--- src/hdl/itp_pkg.sv ---
// Shared types, codes and helper functions for the infix-to-postfix converter.
package itp_pkg;

  localparam int CMD_W = 3;
  localparam int OP_W = 3;
  localparam int KIND_W = 3;
  localparam int ERR_W = 2;
  localparam int PREC_W = 15;
  localparam int ASSOC_W = 5;
  localparam int CFG_IDX_W = 1;
  localparam int CFG_DATA_W = 15;

  localparam logic [CMD_W-1:0] CMD_OPERAND = 3'd0;
  localparam logic [CMD_W-1:0] CMD_OPERATOR = 3'd1;
  localparam logic [CMD_W-1:0] CMD_LPAREN = 3'd2;
  localparam logic [CMD_W-1:0] CMD_RPAREN = 3'd3;
  localparam logic [CMD_W-1:0] CMD_END = 3'd4;

  localparam logic [OP_W-1:0] OP_MAX = 3'd4;
  localparam logic [OP_W-1:0] PAREN_MARK = 3'd5;

  localparam logic [KIND_W-1:0] KIND_OPERAND = 3'd0;
  localparam logic [KIND_W-1:0] KIND_OPERATOR = 3'd1;
  localparam logic [KIND_W-1:0] KIND_LPAREN = 3'd2;
  localparam logic [KIND_W-1:0] KIND_END = 3'd3;
  localparam logic [KIND_W-1:0] KIND_ERROR = 3'd4;

  localparam logic [ERR_W-1:0] ERR_NONE = 2'd0;
  localparam logic [ERR_W-1:0] ERR_OVERFLOW = 2'd1;
  localparam logic [ERR_W-1:0] ERR_UNMATCHED = 2'd2;

  localparam logic [CFG_IDX_W-1:0] REG_PREC = 1'b0;
  localparam logic [CFG_IDX_W-1:0] REG_ASSOC = 1'b1;

  localparam logic [PREC_W-1:0] PREC_RESET = 15'd22730;
  localparam logic [ASSOC_W-1:0] ASSOC_RESET = 5'd10;

  localparam int Q_DEPTH = 4;
  localparam int Q_AW = $clog2(Q_DEPTH);
  localparam int Q_LW = $clog2(Q_DEPTH + 1);

  typedef struct packed {
    logic [CMD_W-1:0] cmd;
    logic [OP_W-1:0]  code;
  } tok_t;

  localparam int TOK_W = $bits(tok_t);

  function automatic logic [2:0] prec_of(input logic [PREC_W-1:0] tbl,
                                         input logic [OP_W-1:0] code);
    logic [2:0] p;
    case (code)
      3'd0: p = tbl[2:0];
      3'd1: p = tbl[5:3];
      3'd2: p = tbl[8:6];
      3'd3: p = tbl[11:9];
      3'd4: p = tbl[14:12];
      default: p = tbl[2:0];
    endcase
    return p;
  endfunction

  function automatic logic is_left(input logic [ASSOC_W-1:0] mask,
                                   input logic [OP_W-1:0] code);
    logic l;
    case (code)
      3'd0: l = mask[0];
      3'd1: l = mask[1];
      3'd2: l = mask[2];
      3'd3: l = mask[3];
      3'd4: l = mask[4];
      default: l = mask[0];
    endcase
    return l;
  endfunction

endpackage

--- src/hdl/itp_front.sv ---
// Input stage: accepts tokens, drops malformed ones and forwards the rest to the queue.
module itp_front #(
  parameter int VALUE_WIDTH = 32
) (
  input  logic                    clk,
  input  logic                    rst_n,
  input  logic                    in_valid,
  output logic                    in_ready,
  input  itp_pkg::tok_t           in_tok,
  input  logic [VALUE_WIDTH-1:0]  in_value,
  output logic                    q_push,
  input  logic                    q_ready,
  output itp_pkg::tok_t           q_tok,
  output logic [VALUE_WIDTH-1:0]  q_value
);
  import itp_pkg::*;

  logic                   hold_valid_r;
  logic                   hold_valid_nxt;
  tok_t                   hold_tok_r;
  logic [VALUE_WIDTH-1:0] hold_value_r;
  logic                   keep;
  logic                   take;

  always_comb begin
    case (in_tok.cmd)
      CMD_OPERAND: keep = 1'b1;
      CMD_OPERATOR: keep = (in_tok.code <= OP_MAX);
      CMD_LPAREN: keep = 1'b1;
      CMD_RPAREN: keep = 1'b1;
      CMD_END: keep = 1'b1;
      default: keep = 1'b0;
    endcase
  end

  assign in_ready = !hold_valid_r || q_ready;
  assign take = in_valid && in_ready;
  assign q_push = hold_valid_r;
  assign q_tok = hold_tok_r;
  assign q_value = hold_value_r;

  always_comb begin
    hold_valid_nxt = hold_valid_r;
    if (take) begin
      hold_valid_nxt = keep;
    end else if (q_ready) begin
      hold_valid_nxt = 1'b0;
    end
  end

  always_ff @(posedge clk) begin
    if (!rst_n) begin
      hold_valid_r <= 1'b0;
    end else begin
      hold_valid_r <= hold_valid_nxt;
    end
  end

  always_ff @(posedge clk) begin
    if (take) begin
      hold_tok_r <= in_tok;
      hold_value_r <= in_value;
    end
  end

endmodule

--- src/hdl/itp_queue.sv ---
// Short token queue between the input stage and the stack engine.
module itp_queue #(
  parameter int WIDTH = 38
) (
  input  logic                     clk,
  input  logic                     rst_n,
  input  logic                     push,
  output logic                     ready,
  input  logic [WIDTH-1:0]         push_data,
  input  logic                     pop,
  output logic                     valid,
  output logic [WIDTH-1:0]         pop_data,
  output logic [itp_pkg::Q_LW-1:0] level
);
  import itp_pkg::*;

  logic [WIDTH-1:0] mem [Q_DEPTH];
  logic [Q_AW-1:0]  wr_ptr_r;
  logic [Q_AW-1:0]  wr_ptr_nxt;
  logic [Q_AW-1:0]  rd_ptr_r;
  logic [Q_AW-1:0]  rd_ptr_nxt;
  logic [Q_LW-1:0]  level_r;
  logic [Q_LW-1:0]  level_nxt;
  logic             do_push;
  logic             do_pop;

  assign ready = (level_r != Q_LW'(Q_DEPTH));
  assign valid = (level_r != '0);
  assign pop_data = mem[rd_ptr_r];
  assign level = level_r;
  assign do_push = push && ready;
  assign do_pop = pop && valid;

  always_comb begin
    wr_ptr_nxt = do_push ? wr_ptr_r + 1'b1 : wr_ptr_r;
    rd_ptr_nxt = do_pop ? rd_ptr_r + 1'b1 : rd_ptr_r;
    level_nxt = level_r;
    if (do_push && !do_pop) begin
      level_nxt = level_r + 1'b1;
    end else if (do_pop && !do_push) begin
      level_nxt = level_r - 1'b1;
    end
  end

  always_ff @(posedge clk) begin
    if (!rst_n) begin
      wr_ptr_r <= '0;
      rd_ptr_r <= '0;
      level_r <= '0;
    end else begin
      wr_ptr_r <= wr_ptr_nxt;
      rd_ptr_r <= rd_ptr_nxt;
      level_r <= level_nxt;
    end
  end

  always_ff @(posedge clk) begin
    if (do_push) begin
      mem[wr_ptr_r] <= push_data;
    end
  end

endmodule

--- src/hdl/itp_back.sv ---
// Stack engine: runs the operator stack and drives the registered result stage.
module itp_back #(
  parameter int STACK_DEPTH = 32,
  parameter int VALUE_WIDTH = 32
) (
  input  logic                            clk,
  input  logic                            rst_n,
  input  logic [itp_pkg::PREC_W-1:0]      prec_tbl,
  input  logic [itp_pkg::ASSOC_W-1:0]     assoc_mask,
  input  logic                            q_valid,
  output logic                            q_pop,
  input  itp_pkg::tok_t                   q_tok,
  input  logic [VALUE_WIDTH-1:0]          q_value,
  output logic                            out_valid,
  input  logic                            out_ready,
  output logic [itp_pkg::KIND_W-1:0]      out_kind,
  output logic [itp_pkg::OP_W-1:0]        out_operator,
  output logic [VALUE_WIDTH-1:0]          out_value,
  output logic                            out_last,
  output logic [itp_pkg::ERR_W-1:0]       out_error
);
  import itp_pkg::*;

  localparam int CW = $clog2(STACK_DEPTH + 1);
  localparam int AW = $clog2(STACK_DEPTH);
  localparam logic S_IDLE = 1'b0;
  localparam logic S_RUN = 1'b1;

  logic [OP_W-1:0]        mem [STACK_DEPTH];
  logic                   state_r;
  logic                   state_nxt;
  tok_t                   cur_tok_r;
  logic [VALUE_WIDTH-1:0] cur_value_r;
  logic [CW-1:0]          count_r;
  logic [CW-1:0]          count_nxt;
  logic [OP_W-1:0]        top_r;
  logic [OP_W-1:0]        top_nxt;
  logic [OP_W-1:0]        rd_r;
  logic                   rd_ok_r;
  logic                   rd_ok_nxt;
  logic                   out_valid_r;
  logic                   out_valid_nxt;
  logic [KIND_W-1:0]      out_kind_r;
  logic [OP_W-1:0]        out_op_r;
  logic [VALUE_WIDTH-1:0] out_value_r;
  logic                   out_last_r;
  logic [ERR_W-1:0]       out_err_r;

  logic                   can_emit;
  logic                   rd_rdy;
  logic                   has_top;
  logic                   has_two;
  logic                   full;
  logic                   top_paren;
  logic                   pops_top;
  logic                   next_pops;
  logic [2:0]             pc;
  logic [2:0]             pt;
  logic [2:0]             pn;
  logic                   emit;
  logic [KIND_W-1:0]      e_kind;
  logic [OP_W-1:0]        e_op;
  logic [VALUE_WIDTH-1:0] e_value;
  logic                   e_last;
  logic [ERR_W-1:0]       e_err;
  logic                   do_pop;
  logic                   do_push;
  logic [OP_W-1:0]        push_val;
  logic                   done;
  logic                   wr_en;
  logic [AW-1:0]          wr_addr;
  logic [AW-1:0]          rd_addr;
  logic [CW-1:0]          count_m1;
  logic [CW-1:0]          count_m2;

  assign can_emit = !out_valid_r || out_ready;
  assign has_top = (count_r != '0);
  assign has_two = (count_r >= CW'(2));
  assign rd_rdy = !has_two || rd_ok_r;
  assign full = (count_r == CW'(STACK_DEPTH));
  assign top_paren = (top_r == PAREN_MARK);
  assign pc = prec_of(prec_tbl, cur_tok_r.code);
  assign pt = prec_of(prec_tbl, top_r);
  assign pn = prec_of(prec_tbl, rd_r);
  assign pops_top = has_top && !top_paren &&
                    ((pt > pc) || ((pt == pc) && is_left(assoc_mask, top_r)));
  assign next_pops = has_two && (rd_r != PAREN_MARK) &&
                     ((pn > pc) || ((pn == pc) && is_left(assoc_mask, rd_r)));
  assign count_m1 = count_r - CW'(1);
  assign count_m2 = count_r - CW'(2);
  assign wr_addr = count_m1[AW-1:0];
  assign rd_addr = count_m2[AW-1:0];

  always_comb begin
    emit = 1'b0;
    e_kind = KIND_OPERAND;
    e_op = '0;
    e_value = '0;
    e_last = 1'b0;
    e_err = ERR_NONE;
    do_pop = 1'b0;
    do_push = 1'b0;
    push_val = cur_tok_r.code;
    done = 1'b0;
    if (state_r == S_RUN) begin
      case (cur_tok_r.cmd)
        CMD_OPERAND: begin
          if (can_emit) begin
            emit = 1'b1;
            e_value = cur_value_r;
            e_last = 1'b1;
            done = 1'b1;
          end
        end
        CMD_OPERATOR: begin
          if (pops_top) begin
            if (can_emit && rd_rdy) begin
              emit = 1'b1;
              e_kind = KIND_OPERATOR;
              e_op = top_r;
              e_last = !next_pops;
              do_pop = 1'b1;
            end
          end else if (full) begin
            if (can_emit) begin
              emit = 1'b1;
              e_kind = KIND_ERROR;
              e_err = ERR_OVERFLOW;
              e_last = 1'b1;
              done = 1'b1;
            end
          end else begin
            do_push = 1'b1;
            done = 1'b1;
          end
        end
        CMD_LPAREN: begin
          push_val = PAREN_MARK;
          if (full) begin
            if (can_emit) begin
              emit = 1'b1;
              e_kind = KIND_ERROR;
              e_err = ERR_OVERFLOW;
              e_last = 1'b1;
              done = 1'b1;
            end
          end else begin
            do_push = 1'b1;
            done = 1'b1;
          end
        end
        CMD_RPAREN: begin
          if (!has_top) begin
            if (can_emit) begin
              emit = 1'b1;
              e_kind = KIND_ERROR;
              e_err = ERR_UNMATCHED;
              e_last = 1'b1;
              done = 1'b1;
            end
          end else if (top_paren) begin
            if (rd_rdy) begin
              do_pop = 1'b1;
              done = 1'b1;
            end
          end else if (can_emit && rd_rdy) begin
            emit = 1'b1;
            e_kind = KIND_OPERATOR;
            e_op = top_r;
            e_last = has_two && (rd_r == PAREN_MARK);
            do_pop = 1'b1;
          end
        end
        CMD_END: begin
          if (!has_top) begin
            if (can_emit) begin
              emit = 1'b1;
              e_kind = KIND_END;
              e_last = 1'b1;
              done = 1'b1;
            end
          end else if (can_emit && rd_rdy) begin
            emit = 1'b1;
            e_kind = top_paren ? KIND_LPAREN : KIND_OPERATOR;
            e_op = top_paren ? '0 : top_r;
            do_pop = 1'b1;
          end
        end
        default: begin
          done = 1'b1;
        end
      endcase
    end
  end

  assign q_pop = q_valid && ((state_r == S_IDLE) || done);
  assign wr_en = do_push && has_top;

  always_comb begin
    state_nxt = state_r;
    if (q_pop) begin
      state_nxt = S_RUN;
    end else if (done) begin
      state_nxt = S_IDLE;
    end
    count_nxt = count_r;
    top_nxt = top_r;
    if (do_pop) begin
      count_nxt = count_m1;
      top_nxt = rd_r;
    end else if (do_push) begin
      count_nxt = count_r + CW'(1);
      top_nxt = push_val;
    end
    rd_ok_nxt = !do_pop && !do_push;
    out_valid_nxt = emit || (out_valid_r && !out_ready);
  end

  always_ff @(posedge clk) begin
    if (!rst_n) begin
      state_r <= S_IDLE;
      count_r <= '0;
      rd_ok_r <= 1'b0;
      out_valid_r <= 1'b0;
    end else begin
      state_r <= state_nxt;
      count_r <= count_nxt;
      rd_ok_r <= rd_ok_nxt;
      out_valid_r <= out_valid_nxt;
    end
  end

  always_ff @(posedge clk) begin
    top_r <= top_nxt;
    if (q_pop) begin
      cur_tok_r <= q_tok;
      cur_value_r <= q_value;
    end
    if (emit) begin
      out_kind_r <= e_kind;
      out_op_r <= e_op;
      out_value_r <= e_value;
      out_last_r <= e_last;
      out_err_r <= e_err;
    end
  end

  always_ff @(posedge clk) begin
    if (wr_en) begin
      mem[wr_addr] <= top_r;
    end
    rd_r <= mem[rd_addr];
  end

  assign out_valid = out_valid_r;
  assign out_kind = out_kind_r;
  assign out_operator = out_op_r;
  assign out_value = out_value_r;
  assign out_last = out_last_r;
  assign out_error = out_err_r;

endmodule

--- src/hdl/infix_to_postfix_converter_top.sv ---
// Top level of the infix-to-postfix converter: configuration registers and stage wiring.
//
// Tokens enter on the in_ channel, one per transaction: in_tuser carries the
// command, in_tdata the operator code and the operand value. Malformed tokens
// are dropped without a result. Postfix results leave on the out_ channel;
// out_tuser is the result kind and out_tlast marks the final result of a token.
// An input stage feeds a four-entry queue, and a stack engine drains it.
// The input side takes one token per cycle until the queue fills.
// A pop that leaves at least one entry behind waits when it directly follows
// another push or pop, because the entry below the top comes from a
// registered read of the stack memory. On its way to the output a token
// passes the input stage's holding register, the queue, the stack engine's
// current-token register and the result register.
// Precedence and associativity are written on the cfg_ port; the user must
// do so only while idle, as the block itself does not enforce it.
// After reset the stack is empty and both registers hold their default values.
// When the receiver stalls, the result register holds its transaction, the
// engine waits, the queue fills and in_tready falls.
module infix_to_postfix_converter_top #(
  parameter int STACK_DEPTH = 32,
  parameter int VALUE_WIDTH = 32
) (
  input  logic                                   clk,
  input  logic                                   rst_n,
  input  logic                                   in_tvalid,
  output logic                                   in_tready,
  // operator_code, operand_value, zero padding
  input  logic [((VALUE_WIDTH+10)/8)*8-1:0]      in_tdata,
  // command
  input  logic [itp_pkg::CMD_W-1:0]              in_tuser,
  output logic                                   out_tvalid,
  input  logic                                   out_tready,
  // out_operator, out_value, error_code, zero padding
  output logic [((VALUE_WIDTH+12)/8)*8-1:0]      out_tdata,
  // out_kind
  output logic [itp_pkg::KIND_W-1:0]             out_tuser,
  output logic                                   out_tlast,
  input  logic                                   cfg_wr_en,
  input  logic [itp_pkg::CFG_IDX_W-1:0]          cfg_index,
  input  logic [itp_pkg::CFG_DATA_W-1:0]         cfg_wdata
);
  import itp_pkg::*;

  localparam int OUT_W = ((VALUE_WIDTH + 12) / 8) * 8;
  localparam int QW = TOK_W + VALUE_WIDTH;

  logic [PREC_W-1:0]      prec_r;
  logic [PREC_W-1:0]      prec_nxt;
  logic [ASSOC_W-1:0]     assoc_r;
  logic [ASSOC_W-1:0]     assoc_nxt;
  tok_t                   in_tok;
  logic                   q_push;
  logic                   q_ready;
  tok_t                   f_tok;
  logic [VALUE_WIDTH-1:0] f_value;
  logic                   q_pop;
  logic                   q_valid;
  logic [QW-1:0]          q_data;
  tok_t                   q_tok;
  logic [VALUE_WIDTH-1:0] q_value;
  logic [Q_LW-1:0]        q_level;
  logic [KIND_W-1:0]      r_kind;
  logic [OP_W-1:0]        r_op;
  logic [VALUE_WIDTH-1:0] r_value;
  logic [ERR_W-1:0]       r_err;

  always_comb begin
    prec_nxt = prec_r;
    assoc_nxt = assoc_r;
    if (cfg_wr_en) begin
      case (cfg_index)
        REG_PREC: prec_nxt = cfg_wdata[PREC_W-1:0];
        REG_ASSOC: assoc_nxt = cfg_wdata[ASSOC_W-1:0];
        default: prec_nxt = prec_r;
      endcase
    end
  end

  always_ff @(posedge clk) begin
    if (!rst_n) begin
      prec_r <= PREC_RESET;
      assoc_r <= ASSOC_RESET;
    end else begin
      prec_r <= prec_nxt;
      assoc_r <= assoc_nxt;
    end
  end

  assign in_tok.cmd = in_tuser;
  assign in_tok.code = in_tdata[OP_W-1:0];

  itp_front #(
    .VALUE_WIDTH(VALUE_WIDTH)
  ) u_front (
    .clk      (clk),
    .rst_n    (rst_n),
    .in_valid (in_tvalid),
    .in_ready (in_tready),
    .in_tok   (in_tok),
    .in_value (in_tdata[OP_W +: VALUE_WIDTH]),
    .q_push   (q_push),
    .q_ready  (q_ready),
    .q_tok    (f_tok),
    .q_value  (f_value)
  );

  itp_queue #(
    .WIDTH(QW)
  ) u_queue (
    .clk       (clk),
    .rst_n     (rst_n),
    .push      (q_push),
    .ready     (q_ready),
    .push_data ({f_value, f_tok}),
    .pop       (q_pop),
    .valid     (q_valid),
    .pop_data  (q_data),
    .level     (q_level)
  );

  assign q_tok = q_data[TOK_W-1:0];
  assign q_value = q_data[QW-1:TOK_W];

  itp_back #(
    .STACK_DEPTH(STACK_DEPTH),
    .VALUE_WIDTH(VALUE_WIDTH)
  ) u_back (
    .clk          (clk),
    .rst_n        (rst_n),
    .prec_tbl     (prec_r),
    .assoc_mask   (assoc_r),
    .q_valid      (q_valid),
    .q_pop        (q_pop),
    .q_tok        (q_tok),
    .q_value      (q_value),
    .out_valid    (out_tvalid),
    .out_ready    (out_tready),
    .out_kind     (r_kind),
    .out_operator (r_op),
    .out_value    (r_value),
    .out_last     (out_tlast),
    .out_error    (r_err)
  );

  assign out_tuser = r_kind;
  assign out_tdata = OUT_W'({r_err, r_value, r_op});

  a_error_last: assert property (@(posedge clk) disable iff (!rst_n)
    (out_tvalid && (out_tuser == KIND_ERROR)) |-> out_tlast)
    else $error("error result without last flag");

  a_end_last: assert property (@(posedge clk) disable iff (!rst_n)
    (out_tvalid && (out_tuser == KIND_END)) |-> out_tlast)
    else $error("end marker without last flag");

  a_queue_fill: assert property (@(posedge clk) disable iff (!rst_n)
    (q_push && q_ready && !q_pop) |=> (q_level != '0))
    else $error("queue lost a pushed token");

  a_error_code: assert property (@(posedge clk) disable iff (!rst_n)
    (out_tvalid && (out_tuser != KIND_ERROR)) |-> (r_err == ERR_NONE))
    else $error("error code set on a non-error result");

endmodule
--- config.mk ---
export PLATFORM = sky130hd
export DESIGN_NAME = infix_to_postfix_converter_top
export DESIGN_NICKNAME = d
export VERILOG_FILES = /design/src/hdl/itp_pkg.sv /design/src/hdl/itp_front.sv /design/src/hdl/itp_queue.sv /design/src/hdl/itp_back.sv /design/src/hdl/infix_to_postfix_converter_top.sv
export SDC_FILE = /design/constraint.sdc
export NUM_CORES = 1
export LEC_CHECK = 0
export BUFFER_PORTS_ARGS = -buffer_cell sky130_fd_sc_hd__buf_2
export CAP_MARGIN = 30
export CORE_ASPECT_RATIO = 1.2
export CORE_MARGIN = 1.5
export CORE_UTILIZATION = 25
export DETAILED_ROUTE_END_ITERATION = 8
export GPL_TIMING_DRIVEN = 0
export HOLD_SLACK_MARGIN = 0.03
export PLACE_DENSITY_LB_ADDON = 0.3
export SLEW_MARGIN = 25
export SYNTH_ARGS = -nofsm -noshare
export SYNTH_HDL_FRONTEND = slang
export SYNTH_SLANG_ARGS = --single-unit
--- constraint.sdc ---
create_clock -name clk -period 8.1 [get_ports clk]
set_input_delay 1.215 -clock clk [delete_from_list [all_inputs] [get_ports clk]]
set_output_delay 1.215 -clock clk [all_outputs]
set_load 0.05 [all_outputs]
Word-level counts from Yosys, hierarchy flattened
Memories as Yosys holds them, arrays and structs flattened. A register that Yosys moved wholly into a read port is not among the register bits.
Index checks and enable logic that the tools add are counted.
{"block": "word_totals", "output_inout_bits": 46, "romBits": 0, "ram_bits": 248, "register_bits": 119, "input_bits": 64, "n_memories": 2, "latch_bits": 0}
{"name": "u_queue.mem", "depth": 4, "word_bits": 38, "rd": 1, "rd_ports_with_merged_regs": 1, "wr": 1, "line": "itp_queue.sv:17", "text": "logic [WIDTH-1:0] mem [Q_DEPTH];"}
{"name": "u_back.mem", "depth": 32, "word_bits": 3, "rd": 1, "rd_ports_with_merged_regs": 1, "wr": 1, "line": "itp_back.sv:29", "text": "logic [OP_W-1:0] mem [STACK_DEPTH];"}
{"block": "op_classes", "n_addsub": 7, "n_lt_le_gt_ge": 4, "bitwise_logic": 2, "mul": 0, "n_mux": 80, "n_div": 0, "n_reduce_logical": 46, "shifts": 0, "n_eq_ne": 27}
{"cell": "2-to-1 mux 3 bit", "n": 19}
{"cell": "case mux 3 bit (4 select lines)", "n": 4}
{"cell": "2-to-1 mux 1 bit", "n": 39}
{"cell": "== test 3 x 2 -> 1 bit, second input constant", "n": 10}
{"cell": "== test 3 bit, second input constant", "n": 7}
{"cell": "logical AND 1 bit", "n": 17}
{"cell": "== test 3 x 1 -> 1 bit, second input constant", "n": 5}
{"cell": "case mux 1 bit (5 select lines)", "n": 3}
{"cell": "2-to-1 mux 2 bit", "n": 6}
{"cell": "2-to-1 mux 6 bit", "n": 2}
{"cell": "zero test 1 bit", "n": 10}
{"cell": "case mux 3 bit (3 select lines)", "n": 1}
{"cell": "case mux 1 bit (4 select lines)", "n": 2}
{"cell": "nonzero test 2 bit", "n": 4}
{"cell": "logical OR 1 bit", "n": 7}
{"cell": "adder 6 x 1 -> 6 bit, second input constant", "n": 1}
{"cell": "== test 3 bit", "n": 2}
{"cell": "== test 6 bit, second input constant", "n": 1}
{"cell": "greater-or-equal comparator 6 x 2 -> 1 bit, second input constant", "n": 1}
{"cell": "greater-than comparator 3 bit", "n": 2}
{"cell": "zero test 3 bit", "n": 2}
{"cell": "inequality test 3 bit, second input constant", "n": 2}
{"cell": "case mux 2 bit (3 select lines)", "n": 1}
{"cell": "nonzero test 6 bit", "n": 1}
{"cell": "13 further kinds", "n": 17}

Depth between registers and ports, before layout
Gate-level depths: netlist of the first run.
{"block": "logic_depth", "depth_word": 15, "ltp_mapped": 20, "ltp_nobuf": 19}

Hierarchy
From an unflattened synthesis of the first run, not the netlist that was laid out.
{"block": "hier_totals", "cells_unflattened": 989, "area_unflattened_um2": 16718.5}
{"module": "itp_back", "cells_each": 604, "seq_area_each_um2": 5585.4, "area_each_um2": 8678.3, "n_inst": 1}
{"module": "itp_queue", "cells_each": 246, "seq_area_each_um2": 4744.6, "area_each_um2": 5977.0, "n_inst": 1}
{"module": "itp_front", "cells_each": 48, "seq_area_each_um2": 1161.1, "area_each_um2": 1214.9, "n_inst": 1}
{"module": "infix_to_postfix_converter_top", "cells_each": 91, "seq_area_each_um2": 400.4, "area_each_um2": 848.3, "n_inst": 1}

Worst setup path after synthesis of the first run
No wires, ideal clock.
{"block": "synth_timing", "kind": "register to register", "from": "reg u_back.top_r[0]", "to": "reg u_back.out_err_r[0], in the netlist u_back.out_error[0], enable pin", "path_slack_ps": 2257, "arrival_ps": 5390, "synth_period_minus_slack_ps": 5843, "setup_time_ps": 453, "n_path_buf": 1, "path_stages_with_launch": 17, "cell_sequence": "edfxtp_1 -> clkbuf_1 -> inv_1 -> a21oi_1 -> a21oi_1 -> o32ai_1 -> a21oi_1 -> nor2_1 -> o22ai_1 -> ha_1 -> nand2_1 -> o21ai_0 -> nand3_1 -> or2_2 -> nor2_1 -> nor2_1 -> a21oi_1"}
{"block": "synth_via", "elab_chain_cells": 9, "word_cells_on_any_way": 19}
{"element": "start, declared", "line": "itp_back.sv:36", "text": "logic [OP_W-1:0] top_r;"}
{"element": "start signal, assigned", "line": "itp_back.sv:234", "text": "top_r <= top_nxt;"}
{"element": "branches (longest 7 deep; another with greater-than comparator 3 bit)"}
{"element": "case mux 1 bit (5 select lines) *", "line": "itp_back.sv:106", "text": "case (cur_tok_r.cmd)"}
{"element": "2-to-1 mux 1 bit *", "line": "itp_back.sv:105", "text": "if (state_r == S_RUN) begin"}
{"element": "via u_back.emit", "line": "itp_back.sv:60", "text": "logic emit;"}
{"element": "end signal, assigned", "line": "itp_back.sv:244", "text": "out_err_r <= e_err;"}
{"element": "end, declared", "line": "itp_back.sv:47", "text": "logic [ERR_W-1:0] out_err_r;"}
Mark *: on every way through the listed nets, which the timed path passes.
A chain may end at the register's enable or synchronous reset.

Final worst setup path of the first run
{"block": "layout_timing", "from": "reg u_back.top_r[0]", "to": "reg u_back.out_value_r[5], in the netlist u_back.out_value[5], enable pin"}
{"block": "layout_via", "elab_chain_cells": 9, "word_cells_on_any_way": 19}
{"element": "branches (longest 7 deep; another with greater-than comparator 3 bit)"}
{"element": "case mux 1 bit (5 select lines) *", "line": "itp_back.sv:106"}
{"element": "2-to-1 mux 1 bit *", "line": "itp_back.sv:105"}
{"element": "via u_back.emit", "line": "itp_back.sv:60"}
{"element": "end signal, assigned", "line": "itp_back.sv:242", "text": "out_value_r <= e_value;"}
{"element": "end, declared", "line": "itp_back.sv:45", "text": "logic [VALUE_WIDTH-1:0] out_value_r;"}
Marked as above.

==> out/metrics.cfg, run 1 <==
[clock_tree]
cts_buffers=43
clock_latency_ns=0.58
cts_setup_buffers=0
htreeDepth=2
clk_path_buf_depth=3
cts_tree=done
clk_pin_slew_ns=0.06
numClockSinks=408
cts_hold_buffers=0
cts.repair.resized=0
clockRootBuffer=clkbuf_16

[logic_synthesis]
synthCells=992
synth_edf_count=368
syn_avg_cell_area_um2=16.5
yosysSeqAreaShare_pct=72.2
synth.distinct_cells=69
netlist_area_um2=16400
yosysWarningCount=0
async_flop_share_pct=0
synth.largest_area_cell=edfxtp_1
synth_top_area_share_pct=67.4
synth_ff_type=edfxtp_1
yosys-top-cells-area=edfxtp_1, mux4_2, dfxtp_1, nand2_1, nor2_1
ys_seq_elements=408

[global_route]
antenna_found_initial=4
gr-total-overflow=0
grt_pass1_vias=9394
grt.total_usage_pct=11.1
grt_max_degree=42
grt_pass1_wl_mm=56.4

[floorplanning]
ios=110
die_height_um=284
dieArea_um2=67200
rows=102
core_area_um2=64700
die_w_um=237
start_util_pct=25.4

[critical_path]
cpMaxStageDelayCell=a21oi_4
end_kind=flop
worstPathCellList=buf_8 -> buf_16 -> clkbuf_1 -> inv_1 -> a21oi_1 -> a21oi_1 -> o32ai_1 -> a21oi_1 -> nor2_1 -> o22ai_1 -> ha_1 -> nand2_1 -> o21ai_0 -> nand3_1 -> or2_2 -> nor2_1 -> nor2_1 -> a21oi_4 -> buf_16
cp-start-kind=flop
crit_arrival_ns=5.38
path_class=flop to flop
required_ns=8.36
cp_max_fo=20
critPathMaxStageDelay_ns=0.58

[route]
wire_per_inst_um=18.3
dr.first_iter.drc_count=474
num_vias=8877
ant_nets=0
drtPass1Iterations=5
drc=0
viasPerCell=4.41
wl_mm=36.9

[timing]
worst_pin_slew_ns=0.735
hold_viol=0
tns_ns=0
finClkSkew_ns=0.0295
setup_viol=0
fin_crit_sh_pct=63.2
rsz0062_at_grt=false
final_max_slew_viol_count=0
min_period_ns=5.12
fmax_mhz=195
maxSlewHeadroom_pct=50.6

[power]
p_per_area_nw_per_um2=324
internal-power_w=0.00438
peakVddDrop_mv=0.191
p_clk_share_pct=30.2
p_sw_w=0.00196
p_seq_share_pct=43.2
p_comb_share_pct=26.6
netSwitchingFraction_pct=30.9
p_leak_nw=6.55

[finish]
syn_to_final_growth_pct=19.3
drive_gt1_share_pct=24.2
fillers=6375
final_core_util_pct=30.3
finalNetCount=1234
fin_area_um2=19600

[placed_design]
place_area_um2=18200
hpwlAfterDp_mm=24.6
place.gp.congestion=0.799
numPortBuffers=98

[run_status]
status=completed

[worst_hold_path]
hold_class=flop to flop

[flow_run]
cap_viol_max_count=0

==> placed cells by master (no fill, tap or decap), types with 7 or more instances in the layout <==
cell type  count
a21boi_0      15
a21oi_1       23
a31oi_1        7
and2_1        35
buf_2        107
clkbuf_1      36
clkbuf_16     44
dfxtp_1       40
edfxtp_1     368
ha_1          20
inv_1         19
mux2i_1       11
mux4_2        68
nand2_1       85
nand2b_1      11
nand3_1       24
nor2_1        79
nor2b_1       11
nor3_1         8
o21ai_0       20
o22ai_1        9
xnor2_1        8
==> state kept, by name (all words and copies together) (netlist names), 6 cells and up <==
register	count
u_front.q_tok	6
u_back.count_r	6
prec_r	15
u_front.q_value	32
u_back.cur_value_r	32
u_back.out_value	32
u_queue.mem	152
u_back.mem	96
u_back.cur_tok_r	6
==> final timing paths <==
check	to	slack, ns	startpoint	cells past startpoint
max	u_back.out_value[5]	2.98	u_back.top_r[0]	19
min	u_queue.mem[1][36]	0.49	u_front.q_value[30]	0
max reg2reg	u_back.out_value[5]	2.98	u_back.top_r[0]	19
min reg2reg	u_queue.mem[1][36]	0.49	u_front.q_value[30]	0
==> cell type report <==
class	instances	area [um2]	share of cell area [%]
antenna	1	2.50	0.0128
tap	832	1040	5.32
clock buffer	57	1180	6.03
timing repair buffer	110	738	3.77
sequential	408	11900	60.5
clock inverter	19	174	0.888
inverter	20	77.6	0.396
multi-input combinational	517	4280	21.9
buffer	49	230	1.18
==> kinds of logic after synthesis <==
group	share of synthesized area, %
AOI/OAI and AO/OA	4.89
xor gates and xnor gates	0.747
adders and majority gates	1.65
buffers and inverters	1.85
DFF	72.2
muxes	10.4
other	0.0229
and+or+nand+nor	8.18
==> worst max-delay path, delay by kind of cell, from the launching register on <==
family,cells,cell delay (ns)
adders and majority gates,1,0.32
AOI/OAI and AO/OA,7,1.58
buffers and inverters,5,1.19
DFF,1,0.36
and+or+nand+nor,6,1.33
==> power by group through the flow <==
stage,Sequential (W),Clock [W],Combinational (W)
4_1_cts,0.00275,0.00198,0.00171
2_1_floorplan,0.00282,0,0.00114
3_5_place_dp,0.00280,0,0.00171
6_report,0.00274,0.00191,0.00169
5_1_grt,0.00276,0.00205,0.00187
3_3_place_gp,0.00283,0,0.00162
==> per-stage QoR <==
step | hold slack [ns] | cells | total power, W | setup WS, ns
floorplan | 0.450 | 994 | 0.00396 | 2.26
finish | 0.488 | 2013 | 0.00634 | 2.98
CTS | 0.493 | 2011 | 0.00645 | 2.66
detailed placement | 0.480 | 1935 | 0.00450 | 2.71
global placement | 0.467 | 1924 | 0.00444 | -0.657
global route | 0.511 | 2012 | 0.00669 | 2.59
==> Yosys cell counts, drive strengths merged, types with 7 or more instances <==
| master | number |
|---|---|
| mux4 | 68 |
| o21ai | 20 |
| nor3 | 8 |
| o22ai | 9 |
| edfxtp | 368 |
| a21oi | 25 |
| mux2i | 11 |
| dfxtp | 40 |
| inv | 20 |
| nand2 | 85 |
| clkbuf | 26 |
| buf | 23 |
| nor2b | 11 |
| a31oi | 7 |
| ha | 20 |
| nand3 | 24 |
| nand2b | 11 |
| and2 | 42 |
| xnor2 | 8 |
| nor2 | 79 |
| a21boi | 16 |
==> per-layer routing <==
metal / GRT usage (%) / wire, um / vias to the layer above
met5: 0 / 25 / -
met4: 3.32 / 855 / 4
met3: 2.38 / 1710 / 60
met2: 20.7 / 19900 / 195
met1: 12.4 / 14400 / 4495
li1: - / - / 4123
(Power assumes the default switching activity.)
==> run 2, diff against run 1 <==
Clock period 8.1 ns to 4.5 ns, I/O delays scaled along.
==> run 2 against run 1 <==
Largest cell class unchanged. Fmax increased by 23%. Non-clock buffer count increased by 8. Wire length increased by 0.53%. Register-to-register slack got worse by 2.6 ns. Critical path type unchanged. Combinational power increased by 84%.
==> out/metrics.cfg, run 2 (same netlist as run 1, synthesis figures left out) <==
[timing]
final_max_slew_viol_count=0  ; unchanged
min_period_ns=4.15  ; -0.966 ns
fin_crit_sh_pct=92.3  ; +29 points
tns_ns=0  ; unchanged
setup_viol=0  ; unchanged
hold_viol=0  ; unchanged
worst_pin_slew_ns=0.704  ; -0.0307 ns
fmax_mhz=241  ; +23%
maxSlewHeadroom_pct=52.7  ; +2.1 points
rsz0062_at_grt=false
finClkSkew_ns=0.0194  ; -0.0102 ns

[finish]
reg_top3=u_queue.mem: 152 flops, u_back.mem: 96 flops
layout_commonest_cell=edfxtp_1
ff_latch_area_um2=11900  ; unchanged
regMostFlops=u_queue.mem
fin_area_um2=19700  ; +0.51%
finalNetCount=1241  ; +0.57%
fillers=6323  ; -0.82%
syn_to_final_growth_pct=19.9
drive_gt1_share_pct=24.7  ; +0.53 points
layout_common_cells=edfxtp_1, buf_2, nand2_1, nor2_1, mux4_2
multiInputGateArea_um2=4290  ; +0.23%
largest_reg_flops=152  ; unchanged
final_core_util_pct=30.4  ; +0.15 points
antenna_cells=0  ; -1

[clock_tree]
htreeDepth=2  ; unchanged
clk_path_buf_depth=3  ; unchanged
numClockSinks=408  ; unchanged
clk_pin_slew_ns=0.06  ; about the same
cts_buffers=42  ; -2.3%
clock_latency_ns=0.56  ; -0.02 ns
cts_hold_buffers=0  ; unchanged
cts_tree=done
clockRootBuffer=clkbuf_16

[route]
dr.first_iter.drc_count=429  ; -9.5%
drtPass1Iterations=5  ; unchanged
ant_nets=0  ; unchanged
drc=0  ; unchanged
viasPerCell=4.36  ; -1.0%
num_vias=8812  ; -0.73%
wire_per_inst_um=18.4  ; +0.23%
wl_mm=37.1  ; +0.53%

[placed_design]
hpwlAfterDp_mm=24.5  ; -0.52%
place_area_um2=18200  ; about the same
numPortBuffers=98  ; unchanged
place.gp.congestion=0.814  ; +1.9%

[global_route]
grt.total_usage_pct=11.1  ; +0.034 points
antenna_found_initial=4  ; unchanged
grt_pass1_wl_mm=56.6  ; +0.27%
grt_max_degree=42  ; unchanged
grt_pass1_vias=9232  ; -1.7%
gr-total-overflow=0  ; unchanged

[floorplanning]
rows=102  ; unchanged
dieArea_um2=67200  ; unchanged
die_height_um=284  ; unchanged
ios=110  ; unchanged
core_area_um2=64700  ; unchanged
start_util_pct=25.4  ; unchanged
die_w_um=237  ; unchanged

[flow_run]
cap_viol_max_count=0  ; unchanged

[worst_hold_path]
holdCritStartpoint=in_tdata[30]
hold_class=input pin to flop

[critical_path]
critPathLaunch=u_back.top_r[1]
crit_arrival_ns=4.64  ; -0.74 ns
end_kind=flop
cp-start-kind=flop
required_ns=4.98  ; -3.38 ns
regToRegSetupSlack_ns=0.35  ; -2.63 ns
r2r-start=u_back.top_r[1]
path_class=flop to flop
cp_max_fo=10  ; -50%

[power]
peakVddDrop_mv=0.339  ; +77%
p_leak_nw=6.60  ; +0.84%
p_per_area_nw_per_um2=589  ; +82%

[run_status]
status=completed

## run 2: cell count changes in the layout (fill, tap and decap cells not counted), sizes merged
| cell | before | now |
|---|---|---|
| buf | 132 | 141 |
| bufinv | 2 | 6 |
| clkbuf | 84 | 82 |
| clkinv | 11 | 8 |
| clkinvlp | 4 | 3 |
| diode | 1 | 0 |
## run 2: worst max-delay path: stages (launching register included)
cell	delay, ns
edfxtp_1	0.38
buf_2	0.27
inv_1	0.19
a21oi_1	0.18
a21oi_1	0.08
o32ai_2	0.18
a21oi_1	0.11
nor2_1	0.11
o22ai_1	0.09
ha_1	0.31
nand2_1	0.05
o21ai_1	0.25
nand4_1	0.16
o21ai_1	0.23
o21a_2	0.21
ha_1	0.19
inv_1	0.06
fa_1	0.37
xor2_1	0.18
or3_1	0.30
a21boi_0	0.17
## run 2: routing by layer
layer / wire length [um] / vias to the layer above / track usage [%]
met5: 42 / - / 0
met4: 815 / 8 / 3.24
met3: 1530 / 64 / 2.34
met2: 20200 / 164 / 20.8
met1: 14600 / 4453 / 12.5
li1: - / 4123 / -
## run 2: metrics by stage
stage               cells  setup slack [ns]  power, W  hold slack, ns
global route         2019            0.0155    0.0122           0.259
global placement     1924             -1.69   0.00799           0.469
finish               2019             0.348    0.0116           0.295
floorplan             994            0.0838   0.00713           0.450
CTS                  2015           0.00986    0.0118           0.253
detailed placement   1934            -0.939   0.00810           0.483
## run 2: final timing paths
check	end	depth (start not counted)
min	u_front.q_value[27]	1
max reg2reg	u_queue.level[2]	20
max	u_queue.level[2]	20
min reg2reg	assoc_r[3]	2
## run 2: what timing repair did
| action | CTS | global route |
|---|---|---|
| resized for setup | 1 | 3 |
| pin swaps | 0 | 1 |
| setup endpoints to repair | 197 | 39 |
| buffers inserted | 6 | 2 |
## run 2: final cells by class
type                    instances  area share, %
plain buffers                  49           1.17
clock buffers                  56           5.72
clock inverters                19           1.32
inverters                      20          0.394
multi-input cells             517           21.8
flip-flops and latches        408           60.2
well taps                     832           5.29
repair buffers                118           4.06
## run 2: report_power, final
part / internal (W) / total, W / switching [W]
sequential: 0.00473 / 0.00490 / 0.000177
combinational: 0.00122 / 0.00311 / 0.00189
clock: 0.00211 / 0.00357 / 0.00146
==> run 3, diff against run 2 <==
Clock period 4.5 ns to 4.06 ns, I/O delays scaled along.
==> run 3 against run 2 <==
Utilization grew 0.14 points. Clock power grew 9.8%. Fmax grew 8.1%. Worst setup slack lost 0.13 ns. Largest cell class unchanged. Sequential share of layout area shrank 0.28 points. Total power grew 11%. Highest routed layer unchanged.
==> out/metrics.cfg, run 3 (same netlist as run 1, synthesis figures left out) <==
[finish]
antenna_cells=0  ; unchanged
final_core_util_pct=30.5  ; +0.14 points
fin_area_um2=19800  ; +0.47%
syn_to_final_growth_pct=20.5
drive_gt1_share_pct=26.3  ; +1.6 points
largest_reg_flops=152  ; unchanged
regMostFlops=u_queue.mem
layout_common_cells=edfxtp_1, buf_2, nand2_1, nor2_1, mux4_2
reg_top3=u_queue.mem: 152 flops, u_back.mem: 96 flops
finalNetCount=1239  ; -0.16%
layout_commonest_cell=edfxtp_1

[critical_path]
end_kind=flop
critPathMaxStageDelay_ns=0.42  ; +0.04 ns
required_ns=4.33  ; -0.65 ns
worstSetupPathDepth=18  ; -10%
cpMaxStageDelayCell=edfxtp_1
cp_max_fo=12  ; +2
critPathBufInv=5  ; +2
path_class=flop to flop
crit_arrival_ns=4.11  ; -0.53 ns
cp-start-kind=flop
critical-path-top-delay-family=simple AND/OR/NAND/NOR gates
worstPathCellList=clkbuf_8 -> inv_4 -> nand2_1 -> o32ai_4 -> a21oi_1 -> nor2_1 -> o22ai_1 -> ha_1 -> nand2_1 -> o21ai_2 -> nand3_1 -> or2_4 -> nor2_4 -> nor2_1 -> a21oi_4 -> buf_16 -> buf_16 -> buf_16
critPathMostFrequentCell=buf_16
rr_worst_depth=18  ; -10%

[timing]
min_period_ns=3.84  ; -0.311 ns
rsz0062_at_grt=true
finClkSkew_ns=0.0300  ; +0.0107 ns
setup_viol=0  ; unchanged
fmax_mhz=260  ; +8.1%
setup_ws_ns=0.219  ; -0.129 ns
maxSlewHeadroom_pct=47.1  ; -5.6 points
hold_viol=0  ; unchanged
worst_pin_slew_ns=0.793  ; +0.0888 ns
final_max_slew_viol_count=0  ; unchanged
fin_crit_sh_pct=94.6  ; +2.3 points

[power]
internal-power_w=0.00891  ; +11%
p_comb_share_pct=27.0  ; about the same
p_seq_share_pct=42.5  ; about the same
p_clk_share_pct=30.4  ; -0.4 points
p_leak_nw=6.65  ; +0.76%
p_per_area_nw_per_um2=651  ; +11%
netSwitchingFraction_pct=30.8  ; +0.34 points
power_w=0.0129  ; +11%
p_sw_w=0.00395  ; +12%
peakVddDrop_mv=0.376  ; +11%

[route]
drc=0  ; unchanged
wl_mm=36.8  ; -0.70%
dr.first_iter.drc_count=490  ; +14%
wire_per_inst_um=18.2  ; -0.85%
num_vias=8876  ; +0.73%
viasPerCell=4.39  ; +0.58%
drtPass1Iterations=5  ; unchanged
ant_nets=0  ; unchanged

[floorplanning]
die_height_um=284  ; unchanged
core_area_um2=64700  ; unchanged
ios=110  ; unchanged
dieArea_um2=67200  ; unchanged
die_w_um=237  ; unchanged
rows=102  ; unchanged
start_util_pct=25.4  ; unchanged

[clock_tree]
clk_pin_slew_ns=0.06  ; about the same
clockRootBuffer=clkbuf_16
clock_latency_ns=0.59  ; +0.03 ns
clk_path_buf_depth=3  ; unchanged
cts_buffers=44  ; +4.8%
htreeDepth=2  ; unchanged
cts_tree=done
numClockSinks=408  ; unchanged

[global_route]
grt.total_usage_pct=11.0  ; -0.096 points
grt_pass1_wl_mm=56.4  ; -0.27%
grt_pass1_vias=9269  ; +0.40%
gr-total-overflow=0  ; unchanged
grt_max_degree=42  ; unchanged
antenna_found_initial=5  ; +1

[flow_run]
cap_viol_max_count=0  ; unchanged

[placed_design]
place_area_um2=18300  ; +0.38%
dpl_worst_slack_ns=-0.728  ; +0.212 ns
hpwlAfterDp_mm=25.2  ; +2.7%
place.gp.congestion=0.822  ; +0.98%
numPortBuffers=98  ; unchanged

[worst_hold_path]
hold_depth=1  ; unchanged
hold_class=input pin to flop

[run_status]
status=completed

[run 3: cell count changes in the layout (fill, tap and decap cells not counted), sizes merged]
cell,change
bufinv,-3
clkbuf,-5
inv,-1
buf,-2
clkinv,+14
[run 3: power groups by stage]
| stage | clock [W] | sequential (W) | combinational [W] |
|---|---|---|---|
| 5_1_grt | 0.00418 | 0.00552 | 0.00384 |
| 3_5_place_dp | 0 | 0.00555 | 0.00348 |
| 6_report | 0.00392 | 0.00547 | 0.00348 |
| 4_1_cts | 0.00404 | 0.00545 | 0.00353 |
| 3_3_place_gp | 0 | 0.00561 | 0.00327 |
| 2_1_floorplan | 0 | 0.00563 | 0.00231 |
[run 3: through the flow]
step                      TNS (ns)  std cells  hold WS [ns]
after floorplan             -0.783        994         0.450
final                            0       2022         0.199
after global routing       -0.0426       2022         0.174
after global placement     -160.32       1924         0.470
after detailed placement    -46.56       1936         0.484
after CTS                        0       2020         0.168
[run 3: cell type report]
type                            count  area [um2]
Clock inverter                     29         250
Fill cell                        6330       44900
Sequential cell                   408       11900
Timing Repair Buffer              117         790
Tap cell                          832        1040
Buffer                             46         234
Clock buffer                       53        1180
Multi-Input combinational cell    517        4340
Inverter                           20        83.8
[run 3: repair_timing]
| action | 4_1_cts | 5_1_grt |
|---|---|---|
| gates resized for setup | 2 | 8 |
| setup endpoints to repair | 180 | 117 |
| pin swaps | 1 | 4 |
| buffers inserted | 3 | 4 |
| hold buffers | 0 | 0 |
[run 3: routing by layer]
layer,part of all wire (%),global-route usage [%]
met1,39,12.5
met2,52,19.8
met3,6.0,3.14
met4,2.7,3.51
met5,0.079,0
[run 3: worst paths after layout]
path              startpoint                  end  slack [ns]
max          u_back.top_r[0]  u_back.out_error[1]        0.22
min reg2reg       assoc_r[2]           assoc_r[2]        0.49
min              in_tdata[4]   u_front.q_value[1]        0.20
max reg2reg  u_back.top_r[0]  u_back.out_error[1]        0.22
